==> src/rtl/core/image_header_dimension_parser_assert.svh <==
// Assertion helpers included by the parser top module.
`ifndef IMAGE_HEADER_DIMENSION_PARSER_ASSERT_SVH
`define IMAGE_HEADER_DIMENSION_PARSER_ASSERT_SVH

// Same-cycle implication, disabled while in reset.
`define IHDP_ASSERT_IMPL(label, clk, rst_n, ante, cons) \
    label: assert property (@(posedge clk) disable iff (!rst_n) (ante) |-> (cons)) \
        else $error("%m: implication check failed");

// Next-cycle implication, disabled while in reset.
`define IHDP_ASSERT_NEXT(label, clk, rst_n, ante, cons) \
    label: assert property (@(posedge clk) disable iff (!rst_n) (ante) |=> (cons)) \
        else $error("%m: next-cycle check failed");

`endif

==> src/rtl/core/ihdp_pkg.sv <==
package ihdp_pkg;

    typedef enum logic [2:0] {
        FMT_NONE = 3'd0,
        FMT_JPEG = 3'd1,
        FMT_GIF  = 3'd2,
        FMT_PNG  = 3'd3,
        FMT_BMP  = 3'd4
    } ihdp_format_t;

    localparam int HDR_LEN   = 26;
    localparam int HDR_IDX_W = $clog2(HDR_LEN);
    localparam int SEG_W     = 16;
    localparam int DIM_W     = 32;

    localparam logic [7:0] BYTE_MARK  = 8'hFF;
    localparam logic [7:0] BYTE_SOI   = 8'hD8;
    localparam logic [7:0] SOF_BASE0  = 8'hC0;
    localparam logic [7:0] SOF_BASE1  = 8'hC1;
    localparam logic [7:0] SOF_PROG0  = 8'hC2;
    localparam logic [7:0] SOF_LOSS0  = 8'hC3;
    localparam logic [7:0] SOF_ARITH0 = 8'hC9;
    localparam logic [7:0] SOF_ARITH1 = 8'hCA;
    localparam logic [7:0] SOF_ARITH2 = 8'hCB;

    localparam logic [7:0] PNG_SIG [8] = '{8'h89, 8'h50, 8'h4E, 8'h47,
                                           8'h0D, 8'h0A, 8'h1A, 8'h0A};

    typedef struct packed {
        logic [7:0] data_byte;
        logic       last_byte;
    } ihdp_beat_t;

    typedef struct packed {
        ihdp_format_t     image_format;
        logic [DIM_W-1:0] image_width;
        logic [DIM_W-1:0] image_height;
    } ihdp_result_t;

endpackage

==> src/rtl/core/ihdp_channels.sv <==
interface ihdp_byte_if;
    logic       valid;
    logic       ready;
    logic [7:0] data_byte;
    logic       last_byte;

    modport source (output valid, output data_byte, output last_byte, input ready);
    modport sink   (input valid, input data_byte, input last_byte, output ready);
endinterface

interface ihdp_dim_if;
    logic        valid;
    logic        ready;
    logic [2:0]  image_format;
    logic [31:0] image_width;
    logic [31:0] image_height;

    modport source (output valid, output image_format, output image_width,
                    output image_height, input ready);
    modport sink   (input valid, input image_format, input image_width,
                    input image_height, output ready);
endinterface

==> src/rtl/core/image_header_dimension_parser.sv <==
// Image header dimension parser.
// byte_in carries an image file one beat per byte, in file order, with last_byte
// set on the final byte. dim_out carries at most one beat per file: the format
// (none, JPEG, GIF, PNG, BMP) with raw 32-bit width and height, sent as soon as
// the header fields are complete, or a format-none beat on the final byte when
// the file was truncated, unknown or its JPEG marker chain broke.
// Throughput: one byte per cycle while no result is held back by a stalled
// dim_out. A byte is registered at acceptance and parsed from the input
// register; a result it completes is loaded into the result register when the
// byte advances, and dim_out is driven straight from that register.
// The parse step is a single pass of compares, a counter update and field
// capture between the input and result registers.
// A stalled dim_out holds its beat; byte_in keeps taking bytes that complete no
// result. A byte that would complete a result waits in the input register and
// ready drops until dim_out drains.
// Reset (rst_n low, asynchronous) empties both registers and rearms the parser;
// the parser also rearms by itself after each final byte.
`include "image_header_dimension_parser_assert.svh"

module image_header_dimension_parser
    import ihdp_pkg::*;
#(
    parameter int OFFSET_BITS = 32
)
(
    input  logic       clk,
    input  logic       rst_n,
    ihdp_byte_if.sink  byte_in,
    ihdp_dim_if.source dim_out
);

    logic         beat_valid;
    ihdp_beat_t   beat;
    logic         advance;
    logic         slot_free;
    logic         result_valid;
    ihdp_result_t result;

    // Advance the held byte unless it completes a result that the blocked slot
    // cannot take yet.
    assign advance = beat_valid && (slot_free || !result_valid);

    ihdp_in_stage u_in_stage (
        .clk        (clk),
        .rst_n      (rst_n),
        .byte_in    (byte_in),
        .advance    (advance),
        .beat_valid (beat_valid),
        .beat       (beat)
    );

    ihdp_core #(
        .OFFSET_BITS (OFFSET_BITS)
    ) u_core (
        .clk          (clk),
        .rst_n        (rst_n),
        .advance      (advance),
        .beat         (beat),
        .result_valid (result_valid),
        .result       (result)
    );

    ihdp_out_stage u_out_stage (
        .clk       (clk),
        .rst_n     (rst_n),
        .load      (advance && result_valid),
        .result    (result),
        .slot_free (slot_free),
        .dim_out   (dim_out)
    );

    // A failed parse reports zero dimensions.
    `IHDP_ASSERT_IMPL(a_none_zero, clk, rst_n,
        dim_out.valid && dim_out.image_format == FMT_NONE,
        dim_out.image_width == '0 && dim_out.image_height == '0)
    // Only the five defined format codes leave the block.
    `IHDP_ASSERT_IMPL(a_fmt_range, clk, rst_n, dim_out.valid,
        dim_out.image_format <= FMT_BMP)
    // Input backpressure only comes from a held byte.
    `IHDP_ASSERT_IMPL(a_ready_cause, clk, rst_n, !byte_in.ready, beat_valid && !slot_free)
    // A loaded result shows up as a valid beat next cycle.
    `IHDP_ASSERT_NEXT(a_load_shows, clk, rst_n, advance && result_valid, dim_out.valid)

endmodule

==> src/rtl/core/ihdp_in_stage.sv <==
module ihdp_in_stage
    import ihdp_pkg::*;
(
    input  logic         clk,
    input  logic         rst_n,
    ihdp_byte_if.sink    byte_in,
    input  logic         advance,
    output logic         beat_valid,
    output ihdp_beat_t   beat
);

    logic       valid_reg;
    logic       valid_next;
    ihdp_beat_t beat_reg;

    // Take a new beat when empty or when the held beat moves on.
    assign byte_in.ready = !valid_reg || advance;

    always_comb
    begin
        valid_next = valid_reg;
        if (byte_in.valid && byte_in.ready)
        begin
            valid_next = 1'b1;
        end
        else if (advance)
        begin
            valid_next = 1'b0;
        end
    end

    always_ff @(posedge clk or negedge rst_n)
    begin
        if (!rst_n)
        begin
            valid_reg <= 1'b0;
        end
        else
        begin
            valid_reg <= valid_next;
        end
    end

    always_ff @(posedge clk)
    begin
        if (byte_in.valid && byte_in.ready)
        begin
            beat_reg.data_byte <= byte_in.data_byte;
            beat_reg.last_byte <= byte_in.last_byte;
        end
    end

    assign beat_valid = valid_reg;
    assign beat       = beat_reg;

endmodule

==> src/rtl/core/ihdp_core.sv <==
module ihdp_core
    import ihdp_pkg::*;
#(
    parameter int OFFSET_BITS = 32
)
(
    input  logic         clk,
    input  logic         rst_n,
    input  logic         advance,
    input  ihdp_beat_t   beat,
    output logic         result_valid,
    output ihdp_result_t result
);

    typedef enum logic [3:0] {
        PH_SIG,
        PH_MARK1,
        PH_MARK2,
        PH_LENHI,
        PH_LENLO,
        PH_SKIP,
        PH_FRAME,
        PH_DONE
    } phase_t;

    phase_t                 phase_reg, phase_next;
    logic [OFFSET_BITS-1:0] offset_reg, offset_next;
    logic [SEG_W-1:0]       seg_reg, seg_next;
    logic [15:0]            width_reg, width_next;
    logic [15:0]            height_reg, height_next;
    logic                   sent_reg, sent_next;
    logic [7:0]             hdr_reg [HDR_LEN];

    logic [7:0]             b;
    logic                   emit;
    logic                   png_sig_ok;
    logic                   is_sof;
    logic [15:0]            seg_len;
    logic [SEG_W-1:0]       seg_dec;
    ihdp_result_t           res;

    assign b = beat.data_byte;

    assign is_sof = (b == SOF_BASE0) || (b == SOF_BASE1) || (b == SOF_PROG0) ||
                    (b == SOF_LOSS0) || (b == SOF_ARITH0) || (b == SOF_ARITH1) ||
                    (b == SOF_ARITH2);

    assign seg_len = {seg_reg[7:0], b};
    assign seg_dec = (seg_reg != '0) ? seg_reg - SEG_W'(1) : seg_reg;

    always_comb
    begin
        png_sig_ok = (hdr_reg[12] == 8'h49) && (hdr_reg[13] == 8'h48) &&
                     (hdr_reg[14] == 8'h44) && (hdr_reg[15] == 8'h52);
        for (int i = 0; i < 8; i++)
        begin
            if (hdr_reg[i] != PNG_SIG[i])
            begin
                png_sig_ok = 1'b0;
            end
        end
    end

    always_comb
    begin
        phase_next  = phase_reg;
        seg_next    = seg_reg;
        width_next  = width_reg;
        height_next = height_reg;
        sent_next   = sent_reg;
        offset_next = (offset_reg == '1) ? offset_reg : offset_reg + OFFSET_BITS'(1);
        emit        = 1'b0;
        res         = '{image_format: FMT_NONE, image_width: '0, image_height: '0};

        case (phase_reg)
            PH_SIG:
            begin
                if (offset_reg == OFFSET_BITS'(2) && hdr_reg[0] == BYTE_MARK &&
                    hdr_reg[1] == BYTE_SOI && b == BYTE_MARK)
                begin
                    phase_next = PH_MARK2;
                end
                else if (offset_reg == OFFSET_BITS'(9) && hdr_reg[0] == 8'h47 &&
                         hdr_reg[1] == 8'h49 && hdr_reg[2] == 8'h46)
                begin
                    emit = 1'b1;
                    res  = '{image_format: FMT_GIF,
                             image_width:  {16'd0, hdr_reg[7], hdr_reg[6]},
                             image_height: {16'd0, b, hdr_reg[8]}};
                end
                else if (offset_reg == OFFSET_BITS'(23) && png_sig_ok)
                begin
                    emit = 1'b1;
                    res  = '{image_format: FMT_PNG,
                             image_width:  {hdr_reg[16], hdr_reg[17], hdr_reg[18], hdr_reg[19]},
                             image_height: {hdr_reg[20], hdr_reg[21], hdr_reg[22], b}};
                end
                else if (offset_reg == OFFSET_BITS'(HDR_LEN - 1) && hdr_reg[0] == 8'h42 &&
                         hdr_reg[1] == 8'h4D)
                begin
                    emit = 1'b1;
                    res  = '{image_format: FMT_BMP,
                             image_width:  {hdr_reg[21], hdr_reg[20], hdr_reg[19], hdr_reg[18]},
                             image_height: {b, hdr_reg[24], hdr_reg[23], hdr_reg[22]}};
                end
                else if (offset_reg >= OFFSET_BITS'(HDR_LEN - 1))
                begin
                    phase_next = PH_DONE;
                end
            end
            PH_MARK1:
            begin
                phase_next = (b == BYTE_MARK) ? PH_MARK2 : PH_DONE;
            end
            PH_MARK2:
            begin
                // Fill bytes keep us waiting for the marker code.
                if (b != BYTE_MARK)
                begin
                    seg_next   = '0;
                    phase_next = is_sof ? PH_FRAME : PH_LENHI;
                end
            end
            PH_LENHI:
            begin
                seg_next   = SEG_W'(b);
                phase_next = PH_LENLO;
            end
            PH_LENLO:
            begin
                if (seg_len < 16'd2)
                begin
                    phase_next = PH_DONE;
                end
                else
                begin
                    seg_next   = seg_len - 16'd2;
                    phase_next = (seg_len == 16'd2) ? PH_MARK1 : PH_SKIP;
                end
            end
            PH_SKIP:
            begin
                seg_next = seg_dec;
                if (seg_dec == '0)
                begin
                    phase_next = PH_MARK1;
                end
            end
            PH_FRAME:
            begin
                // Frame header: length, precision, height, width.
                if (seg_reg == SEG_W'(3) || seg_reg == SEG_W'(4))
                begin
                    height_next = {height_reg[7:0], b};
                end
                if (seg_reg == SEG_W'(5) || seg_reg == SEG_W'(6))
                begin
                    width_next = {width_reg[7:0], b};
                end
                if (seg_reg >= SEG_W'(6))
                begin
                    emit = 1'b1;
                    res  = '{image_format: FMT_JPEG,
                             image_width:  {16'd0, width_reg[7:0], b},
                             image_height: {16'd0, height_reg}};
                end
                else
                begin
                    seg_next = seg_reg + SEG_W'(1);
                end
            end
            PH_DONE:
            begin
                phase_next = PH_DONE;
            end
            default:
            begin
                phase_next = PH_DONE;
            end
        endcase

        if (emit)
        begin
            phase_next = PH_DONE;
            sent_next  = 1'b1;
        end

        result_valid = emit;

        // Final beat: report a failed parse if nothing went out, then rearm.
        if (beat.last_byte)
        begin
            if (!emit && !sent_reg)
            begin
                result_valid = 1'b1;
            end
            offset_next = '0;
            phase_next  = PH_SIG;
            seg_next    = '0;
            sent_next   = 1'b0;
        end

        result = res;
    end

    always_ff @(posedge clk or negedge rst_n)
    begin
        if (!rst_n)
        begin
            phase_reg  <= PH_SIG;
            offset_reg <= '0;
            seg_reg    <= '0;
            sent_reg   <= 1'b0;
            width_reg  <= '0;
            height_reg <= '0;
        end
        else if (advance)
        begin
            phase_reg  <= phase_next;
            offset_reg <= offset_next;
            seg_reg    <= seg_next;
            sent_reg   <= sent_next;
            width_reg  <= width_next;
            height_reg <= height_next;
        end
    end

    always_ff @(posedge clk)
    begin
        if (advance && phase_reg == PH_SIG && offset_reg < OFFSET_BITS'(HDR_LEN))
        begin
            hdr_reg[offset_reg[HDR_IDX_W-1:0]] <= b;
        end
    end

endmodule

==> src/rtl/core/ihdp_out_stage.sv <==
module ihdp_out_stage
    import ihdp_pkg::*;
(
    input  logic         clk,
    input  logic         rst_n,
    input  logic         load,
    input  ihdp_result_t result,
    output logic         slot_free,
    ihdp_dim_if.source   dim_out
);

    logic         valid_reg;
    logic         valid_next;
    ihdp_result_t result_reg;

    assign slot_free = !valid_reg || dim_out.ready;

    always_comb
    begin
        valid_next = valid_reg;
        if (load)
        begin
            valid_next = 1'b1;
        end
        else if (dim_out.ready)
        begin
            valid_next = 1'b0;
        end
    end

    always_ff @(posedge clk or negedge rst_n)
    begin
        if (!rst_n)
        begin
            valid_reg <= 1'b0;
        end
        else
        begin
            valid_reg <= valid_next;
        end
    end

    always_ff @(posedge clk)
    begin
        if (load)
        begin
            result_reg <= result;
        end
    end

    assign dim_out.valid        = valid_reg;
    assign dim_out.image_format = result_reg.image_format;
    assign dim_out.image_width  = result_reg.image_width;
    assign dim_out.image_height = result_reg.image_height;

endmodule
==> src/flat_wrapper.sv <==
// flat-port wrapper written by rule: the top's interface ports become plain ports
module image_header_dimension_parser_flat import ihdp_pkg::*;
#(
    parameter int OFFSET_BITS = 32
)
  (clk, rst_n, byte_in_valid, byte_in_data_byte, byte_in_last_byte, byte_in_ready, dim_out_valid, dim_out_image_format, dim_out_image_width, dim_out_image_height, dim_out_ready);
  ihdp_byte_if byte_in_i ();
  ihdp_dim_if dim_out_i ();
  input  logic clk;
  input  logic rst_n;
  input wire logic [$bits(byte_in_i.valid)-1:0] byte_in_valid;
  input wire logic [$bits(byte_in_i.data_byte)-1:0] byte_in_data_byte;
  input wire logic [$bits(byte_in_i.last_byte)-1:0] byte_in_last_byte;
  output wire logic [$bits(byte_in_i.ready)-1:0] byte_in_ready;
  output wire logic [$bits(dim_out_i.valid)-1:0] dim_out_valid;
  output wire logic [$bits(dim_out_i.image_format)-1:0] dim_out_image_format;
  output wire logic [$bits(dim_out_i.image_width)-1:0] dim_out_image_width;
  output wire logic [$bits(dim_out_i.image_height)-1:0] dim_out_image_height;
  input wire logic [$bits(dim_out_i.ready)-1:0] dim_out_ready;
  assign byte_in_i.valid = byte_in_valid;
  assign byte_in_i.data_byte = byte_in_data_byte;
  assign byte_in_i.last_byte = byte_in_last_byte;
  assign byte_in_ready = byte_in_i.ready;
  assign dim_out_valid = dim_out_i.valid;
  assign dim_out_image_format = dim_out_i.image_format;
  assign dim_out_image_width = dim_out_i.image_width;
  assign dim_out_image_height = dim_out_i.image_height;
  assign dim_out_i.ready = dim_out_ready;
  image_header_dimension_parser #(.OFFSET_BITS(OFFSET_BITS)) u_core (.clk(clk), .rst_n(rst_n), .byte_in(byte_in_i), .dim_out(dim_out_i));
endmodule
==> config.mk <==
export PLATFORM = sky130hd
export DESIGN_NAME = image_header_dimension_parser_flat
export DESIGN_NICKNAME = d
export VERILOG_FILES = /design/src/rtl/core/ihdp_pkg.sv /design/src/rtl/core/ihdp_channels.sv /design/src/rtl/core/image_header_dimension_parser.sv /design/src/rtl/core/ihdp_in_stage.sv /design/src/rtl/core/ihdp_core.sv /design/src/rtl/core/ihdp_out_stage.sv /design/src/flat_wrapper.sv
export VERILOG_INCLUDE_DIRS = /design/src /design/src/rtl/core
export SDC_FILE = /design/constraint.sdc
export NUM_CORES = 1
export LEC_CHECK = 0
export ABC_AREA = 0
export CAP_MARGIN = 10
export CELL_PAD_IN_SITES_DETAIL_PLACEMENT = 0
export CELL_PAD_IN_SITES_GLOBAL_PLACEMENT = 1
export CORE_MARGIN = 2
export CORE_UTILIZATION = 45
export DETAILED_ROUTE_END_ITERATION = 7
export DONT_BUFFER_PORTS = 1
export PLACE_DENSITY_LB_ADDON = 0.1
export SLEW_MARGIN = 20
export SYNTH_ARGS = -nofsm -noshare
export SYNTH_HDL_FRONTEND = slang
export SYNTH_SLANG_ARGS = --single-unit
export TNS_END_PERCENT = 30
==> constraint.sdc <==
create_clock -name clk -period 5.99 [get_ports clk]
set_input_delay 0.599 -clock clk [delete_from_list [all_inputs] [get_ports clk]]
set_output_delay 0.599 -clock clk [all_outputs]
set_load 0.005 [all_outputs]
Word-level counts from Yosys, hierarchy flattened
Memory sizes are Yosys's and may differ from the RTL's.
Index checks and enable logic that the tools add are counted.
{ "word_totals": {"ff_bits": 155, "latchBits": 0, "ramBits": 208, "rom_bits": 0, "inputBits": 13, "output_inout_bits": 69, "elab_cells": 176, "n_memories": 1} }
{ "classes": {"addsub": 4, "n_mul": 0, "div": 0, "magnitude_cmp": 4, "eq_ne": 55, "shifts": 0, "n_mux": 52, "n_bitwise": 0, "reduce_logical": 47} }
{ "memory_table": {"columns": ["memory", "words", "word_bits", "read_ports", "rd_ports_with_merged_regs", "wr", "line", "source"], "rows": [
  ["u_core.u_core.hdr_reg", 26, 8, 22, 0, 1, "ihdp_core.sv:32", "logic [7:0] hdr_reg [HDR_LEN];"]
]} }
{ "ops": {"columns": ["op", "n"], "rows": [
  ["2-to-1 mux 67 bit", 4],
  ["one-hot mux 67 bit (2 select lines)", 1],
  ["== test 8 bit, second input constant", 10],
  ["2-to-1 mux 16 bit", 5],
  ["one-hot mux 16 bit (5 select lines)", 1],
  ["== test 8 x 7 -> 1 bit, second input constant", 9],
  ["2-to-1 mux 65 bit", 1],
  ["== test 32 x 5 -> 1 bit, second input constant", 2],
  ["2-to-1 mux 32 bit", 2],
  ["== test 16 x 3 -> 1 bit, second input constant", 3],
  ["2-to-1 mux 4 bit", 9],
  ["adder 32 x 1 -> 32 bit, second input constant", 1],
  ["== test 16 x 2 -> 1 bit, second input constant", 2],
  ["== test 32 x 2 -> 1 bit, second input constant", 1],
  ["== test 32 bit, second input constant", 1],
  ["== test 32 x 4 -> 1 bit, second input constant", 1],
  [">= comparator 32 x 5 -> 1 bit, second input constant", 1],
  ["< comparator 32 x 5 -> 1 bit, second input constant", 1],
  ["one-hot mux 4 bit (7 select lines)", 1],
  ["!= test 8 x 4 -> 1 bit, second input constant", 3],
  ["!= test 8 x 7 -> 1 bit, second input constant", 3],
  ["2-to-1 mux 1 bit", 23],
  ["!= test 5 x 4 -> 1 bit, second input constant", 4],
  ["logical AND 1 bit", 18],
  ["26 further kinds", 55]
]} }

Longest topological paths before layout
An unclocked memory read counts as a cell.
{ "depth": {"ltp_word": 29, "depth_mapped": 12, "mapped_depth_nobuf": 10} }

Cells and area by module
Synthesis repeated with hierarchy kept, for this count alone.
{ "hier_totals": {"cells_unflattened": 1130, "area_unflattened_um2": 14516.4} }
{ "by_module_without_submodules": {"columns": ["mod", "n_inst", "cells_per_inst", "area_per_inst_um2", "seq_area_each_um2"], "rows": [
  ["ihdp_core", 1, 1044, 12114.1, 7186.9],
  ["ihdp_out_stage", 1, 70, 2059.5, 2037.0],
  ["ihdp_in_stage", 1, 13, 324.1, 295.3],
  ["image_header_dimension_parser", 1, 3, 18.8, 0.0]
]} }

Worst setup path after synthesis
Ideal clock, no wire load.
{ "synth_path": {"path_type": "reg2reg", "start": "register u_core.u_core.offset_reg[14]", "end": "register u_core.u_out_stage.result_reg (netlist bit u_core.u_out_stage.dim_out.image_format[0]) (enable)", "setup_ns": 0.432, "arrival_time_ns": 3.719, "required_time_ns": 5.558, "slack_ns": 1.838, "path_stages_with_launch": 10, "n_path_buf": 2, "path_cell_list": "dfrtp_1 clkbuf_1 nor4_1 nand4_1 or3_1 o21bai_1 a211o_1 and2_4 buf_2 and2_1"} }
{ "synth_via": {"elab_chain_len": 16, "elab_cells_between_ends": 26, "classes_between": "4 x eq/ne; 7 x mux; 15 x reduce/logical"} }
{ "synth_lines": {"columns": ["element", "line", "source"], "rows": [
  ["start: declaration", "ihdp_core.sv:27", "logic [OFFSET_BITS-1:0] offset_reg, offset_next;"],
  ["start signal: assignment", "ihdp_core.sv:220", "offset_reg <= offset_next;"],
  ["== test 32 x 5 -> 1 bit", "ihdp_core.sv:98", "else if (offset_reg == OFFSET_BITS'(HDR_LEN - 1) && hdr_reg[0] == 8'h42 &&"],
  ["logical AND 1 bit (2 in a row)", "ihdp_core.sv:98", null],
  ["2-to-1 mux 1 bit", "ihdp_core.sv:98", null],
  ["2-to-1 mux 1 bit", "ihdp_core.sv:91", "else if (offset_reg == OFFSET_BITS'(23) && png_sig_ok)"],
  ["2-to-1 mux 1 bit", "ihdp_core.sv:83", "else if (offset_reg == OFFSET_BITS'(9) && hdr_reg[0] == 8'h47 &&"],
  ["2-to-1 mux 1 bit *", "ihdp_core.sv:78", "if (offset_reg == OFFSET_BITS'(2) && hdr_reg[0] == BYTE_MARK &&"],
  ["one-hot mux 1 bit (2 select lines) *", "ihdp_core.sv:75", "case (phase_reg)"],
  ["logical NOT 1 bit", "ihdp_core.sv:193", "if (!emit && !sent_reg)"],
  ["logical AND 1 bit", "ihdp_core.sv:193", null],
  ["2-to-1 mux 1 bit", "ihdp_core.sv:193", null],
  ["2-to-1 mux 1 bit *", "ihdp_core.sv:191", "if (beat.last_byte)"],
  ["logical NOT 1 bit", "image_header_dimension_parser.sv:41", "assign advance = beat_valid && (slot_free || !result_valid);"],
  ["logical OR 1 bit", "image_header_dimension_parser.sv:41", null],
  ["logical AND 1 bit", "image_header_dimension_parser.sv:41", null],
  ["logical AND 1 bit *", "image_header_dimension_parser.sv:66", ".load (advance && result_valid),"],
  ["via u_core.u_out_stage.load", "ihdp_out_stage.sv:6", "input logic load,"],
  ["end signal: assignment", "ihdp_out_stage.sv:47", "result_reg <= result;"],
  ["end: declaration", "ihdp_out_stage.sv:14", "ihdp_result_t result_reg;"]
]} }
The timed path passes the listed nets; every way through them passes the cells marked *.
A chain may end at the register's enable or synchronous reset.

Final worst setup path
{ "layout_path": {"start": "register u_core.u_core.seg_reg[7]", "end": "memory u_core.u_core.hdr_reg[23][2] (enable)"} }
{ "layout_via": {"elab_chain_len": 14} }
{ "layout_lines": {"columns": ["element", "line", "source"], "rows": [
  ["start: declaration", "ihdp_core.sv:28", "logic [SEG_W-1:0] seg_reg, seg_next;"],
  ["start signal: assignment", "ihdp_core.sv:221", "seg_reg <= seg_next;"],
  [">= comparator 16 x 3 -> 1 bit *", "ihdp_core.sv:160", "if (seg_reg >= SEG_W'(6))"],
  ["2-to-1 mux 1 bit *", "ihdp_core.sv:160", null],
  ["one-hot mux 1 bit (2 select lines) *", "ihdp_core.sv:75", null],
  ["logical NOT 1 bit", "ihdp_core.sv:193", null],
  ["logical AND 1 bit", "ihdp_core.sv:193", null],
  ["2-to-1 mux 1 bit", "ihdp_core.sv:193", null],
  ["2-to-1 mux 1 bit *", "ihdp_core.sv:191", null],
  ["logical NOT 1 bit *", "image_header_dimension_parser.sv:41", null],
  ["logical OR 1 bit *", "image_header_dimension_parser.sv:41", null],
  ["logical AND 1 bit *", "image_header_dimension_parser.sv:41", null],
  ["logical AND 1 bit * (2 in a row)", "ihdp_core.sv:230", "if (advance && phase_reg == PH_SIG && offset_reg < OFFSET_BITS'(HDR_LEN))"],
  ["2-to-1 mux 1 bit *", "ihdp_core.sv:230", null],
  ["2-to-1 mux 1 bit (not written as such) *", "ihdp_core.sv:232", "hdr_reg[offset_reg[HDR_IDX_W-1:0]] <= b;"],
  ["end: declaration", "ihdp_core.sv:32", null]
]} }
Every way passes the cells marked *; elsewhere a longest branch is shown, timed or not.

==> impl_metrics.toml <==
[routing]
antenna_left = 0
drt_iter0_markers = 1067
num_vias = 9677
vias_per_cell = 6.20
dr.pass1.iters = 8
wl_per_cell_um = 23.4
wl_um = 36600
drc = 6

[cts]
ctsResizeCount = 0
cts_made_buffers = 37
cts-hold-fix-buffers = 2
clock_latency_ns = 0.53
clkSinkCount = 330
clockBufferDepth = 3
cts_tree = "done"
root_buffer = "clkbuf_16"
htreeDepth = 2
clk_pin_slew_ns = 0.06
post_cts_buffers = 0

[yosys]
synthMuxAreaShare = 0.0243
synth_nets = 1165
synth-xor-area-share = 0.0127
synth_compound_area_frac = 0.131
async_flop_share = 0.236
syn_area_sq_um = 14500
avgSynthCellArea_sq_um = 12.7
synth-adder-area-share = 0.00863
synth-simple-area-share = 0.139
yosysSeqAreaShare = 0.656
synth_top_area_frac = 0.522
synth_top_family_by_area = "simple AND/OR/NAND/NOR gates"
synth_edf_count = 252
synth_area_leaders = "edfxtp_1, dfrtp_1, o21ai_0, nand2_1, a222oi_1"
syn_inst = 1142
ys_types = 70
synth-seq-cells = 330
synth_warnings = 0
yosys.area.top_type = "edfxtp_1"
synthFlopType = "edfxtp_1"

[place]
dp_cells = 1493
portBuffers = 0
dp_hpwl_um = 23200
gp_congestion = 0.802
post-place-ws_ns = 1.91

[sta]
finalSetupViolCount = 0
finClkSkew_ns = 0.0196
fin_hold_ws_ns = 0.175
hold_violations = 0
worst_slack_ns = 1.84
layout_min_cycle_time_ns = 4.15
rsz0062_at_grt = "false"
finalMaxSlewViolations = 0
finalSetupTns_ns = 0
max_slew_margin = 0.311
max_freq_ghz = 0.241
finalCritPeriodShare = 0.692
worst_pin_slew_ns = 1.03

[setup_path]
arrival_ns = 4.28
setup.worst_path.class = "reg -> reg"
required_ns = 6.13
path_max_fanout = 35
cp-start-kind = "register"
crit_path_end_kind = "register"

[floorplan]
dieArea_sq_um = 33700
io_pins = 82
num_rows = 65
die_y_um = 184
core-area_sq_um = 31600
initial_core_util = 0.458
die_x_um = 184

[layout]
final_util = 0.509
fin_nets = 1155
final_common_cell = "edfxtp_1"
num_antenna_cells = 0
largest_reg_flops = 176
layout_common_cells = "edfxtp_1, o21ai_0, nand2_1, nor2_1, dfrtp_1"
fill_cells = 2741
area_delta_synth_final_pct = 11.1
instances_no_fill = 1562
drive_above_1_share = 0.107

[grt]
grt_pass1_vias = 9371
gr-total-overflow = 0
grt_pass1_wl_um = 56900
grt_util_all_layers = 0.220
grt_max_degree = 79
antenna_found_initial = 0

[min_path]
hold_path_class = "in -> reg"

[run_status]
outcome = "complete, but fails checks"
violations = "design-rule violations"

[flow_run]
drv_cap = 0

[pwr]
p_leak_nw = 5.53
cellPowerDensity_nw_per_um2 = 356
vdd_drop_max_mv = 0.265
## where the power goes
| part | internal (W) | switching [W] | total [W] |
|---|---|---|---|
| Clock | 0.00128 | 0.000901 | 0.00218 |
| Sequential | 0.00259 | 0.000121 | 0.00271 |
| Combinational | 0.000264 | 0.000593 | 0.000857 |
| Total | 0.00413 | 0.00162 | 0.00574 |
## through the flow
step,instance area (sq um),power [W]
floorplan,14500,0.00330
global placement,14900,0.00359
detailed placement,14900,0.00359
CTS,16100,0.00579
global route,16100,0.00598
finish,16100,0.00574
## worst max-delay path: stages (launching register included)
cell	delay [ns]
dfrtp_1	0.59
nor4_2	0.56
and4b_1	0.33
a21oi_4	0.06
buf_4	0.27
a21oi_1	0.24
o21a_1	0.21
and2_4	0.26
nand4_1	0.31
nor2_1	0.90
## worst paths after layout
kind,from,endpoint,slack (ns),cells past startpoint
worst max-delay path,u_core.u_core.seg_reg[7],u_core.u_core.hdr_reg[23][2],1.84,9
worst min-delay path,byte_in_data_byte[2],u_core.u_in_stage.beat[3],0.17,0
worst max register to register,u_core.u_core.seg_reg[7],u_core.u_core.hdr_reg[23][2],1.84,9
worst min register to register,u_core.u_core.width_reg[4],u_core.u_core.width_reg[4],0.51,1
max in group asynchronous,rst_n,u_core.u_in_stage.beat_valid,4.97,2
min in group asynchronous,rst_n,u_core.u_core.height_reg[13],0.62,2
## logic make-up (layout without fill, tap and decap cells)
logic type      Yosys count  count (layout)
simple gates            376             376
flops                   330             330
compound gates          278             278
buf+inv                  99             117
mux                      28              28
xor+xnor                 21              21
fa+ha+maj                10              10
## cell usage after synthesis, types with 16 or more instances
library cell	n
nor4_1	20
o21ai_0	96
a22o_1	32
nand2_1	95
nand4_1	28
xnor2_1	16
a21oi_1	31
nor3_1	22
mux2_2	18
nand3_1	26
nor2_1	83
edfxtp_1	252
o31ai_1	19
a222oi_1	32
dfrtp_1	78
clkbuf_1	67
inv_1	23
## cell type report
type	instances	area, sq um	share of cell area
well taps	402	503	0.0312
clock inverters	21	208	0.0129
multi-input cells	713	4610	0.286
flip-flops and latches	330	9520	0.591
inverters	23	86.3	0.00536
repair buffers	27	225	0.0140
clock buffers	46	960	0.0596
## routing by layer
layer	vias to the layer above	part of all wire	track usage
li1	4440	-	-
met1	4866	0.47	0.333
met2	316	0.45	0.330
met3	55	0.059	0.0378
met4	0	0.017	0.0518
met5	-	0	0
Power figures use the tool's default switching activity.
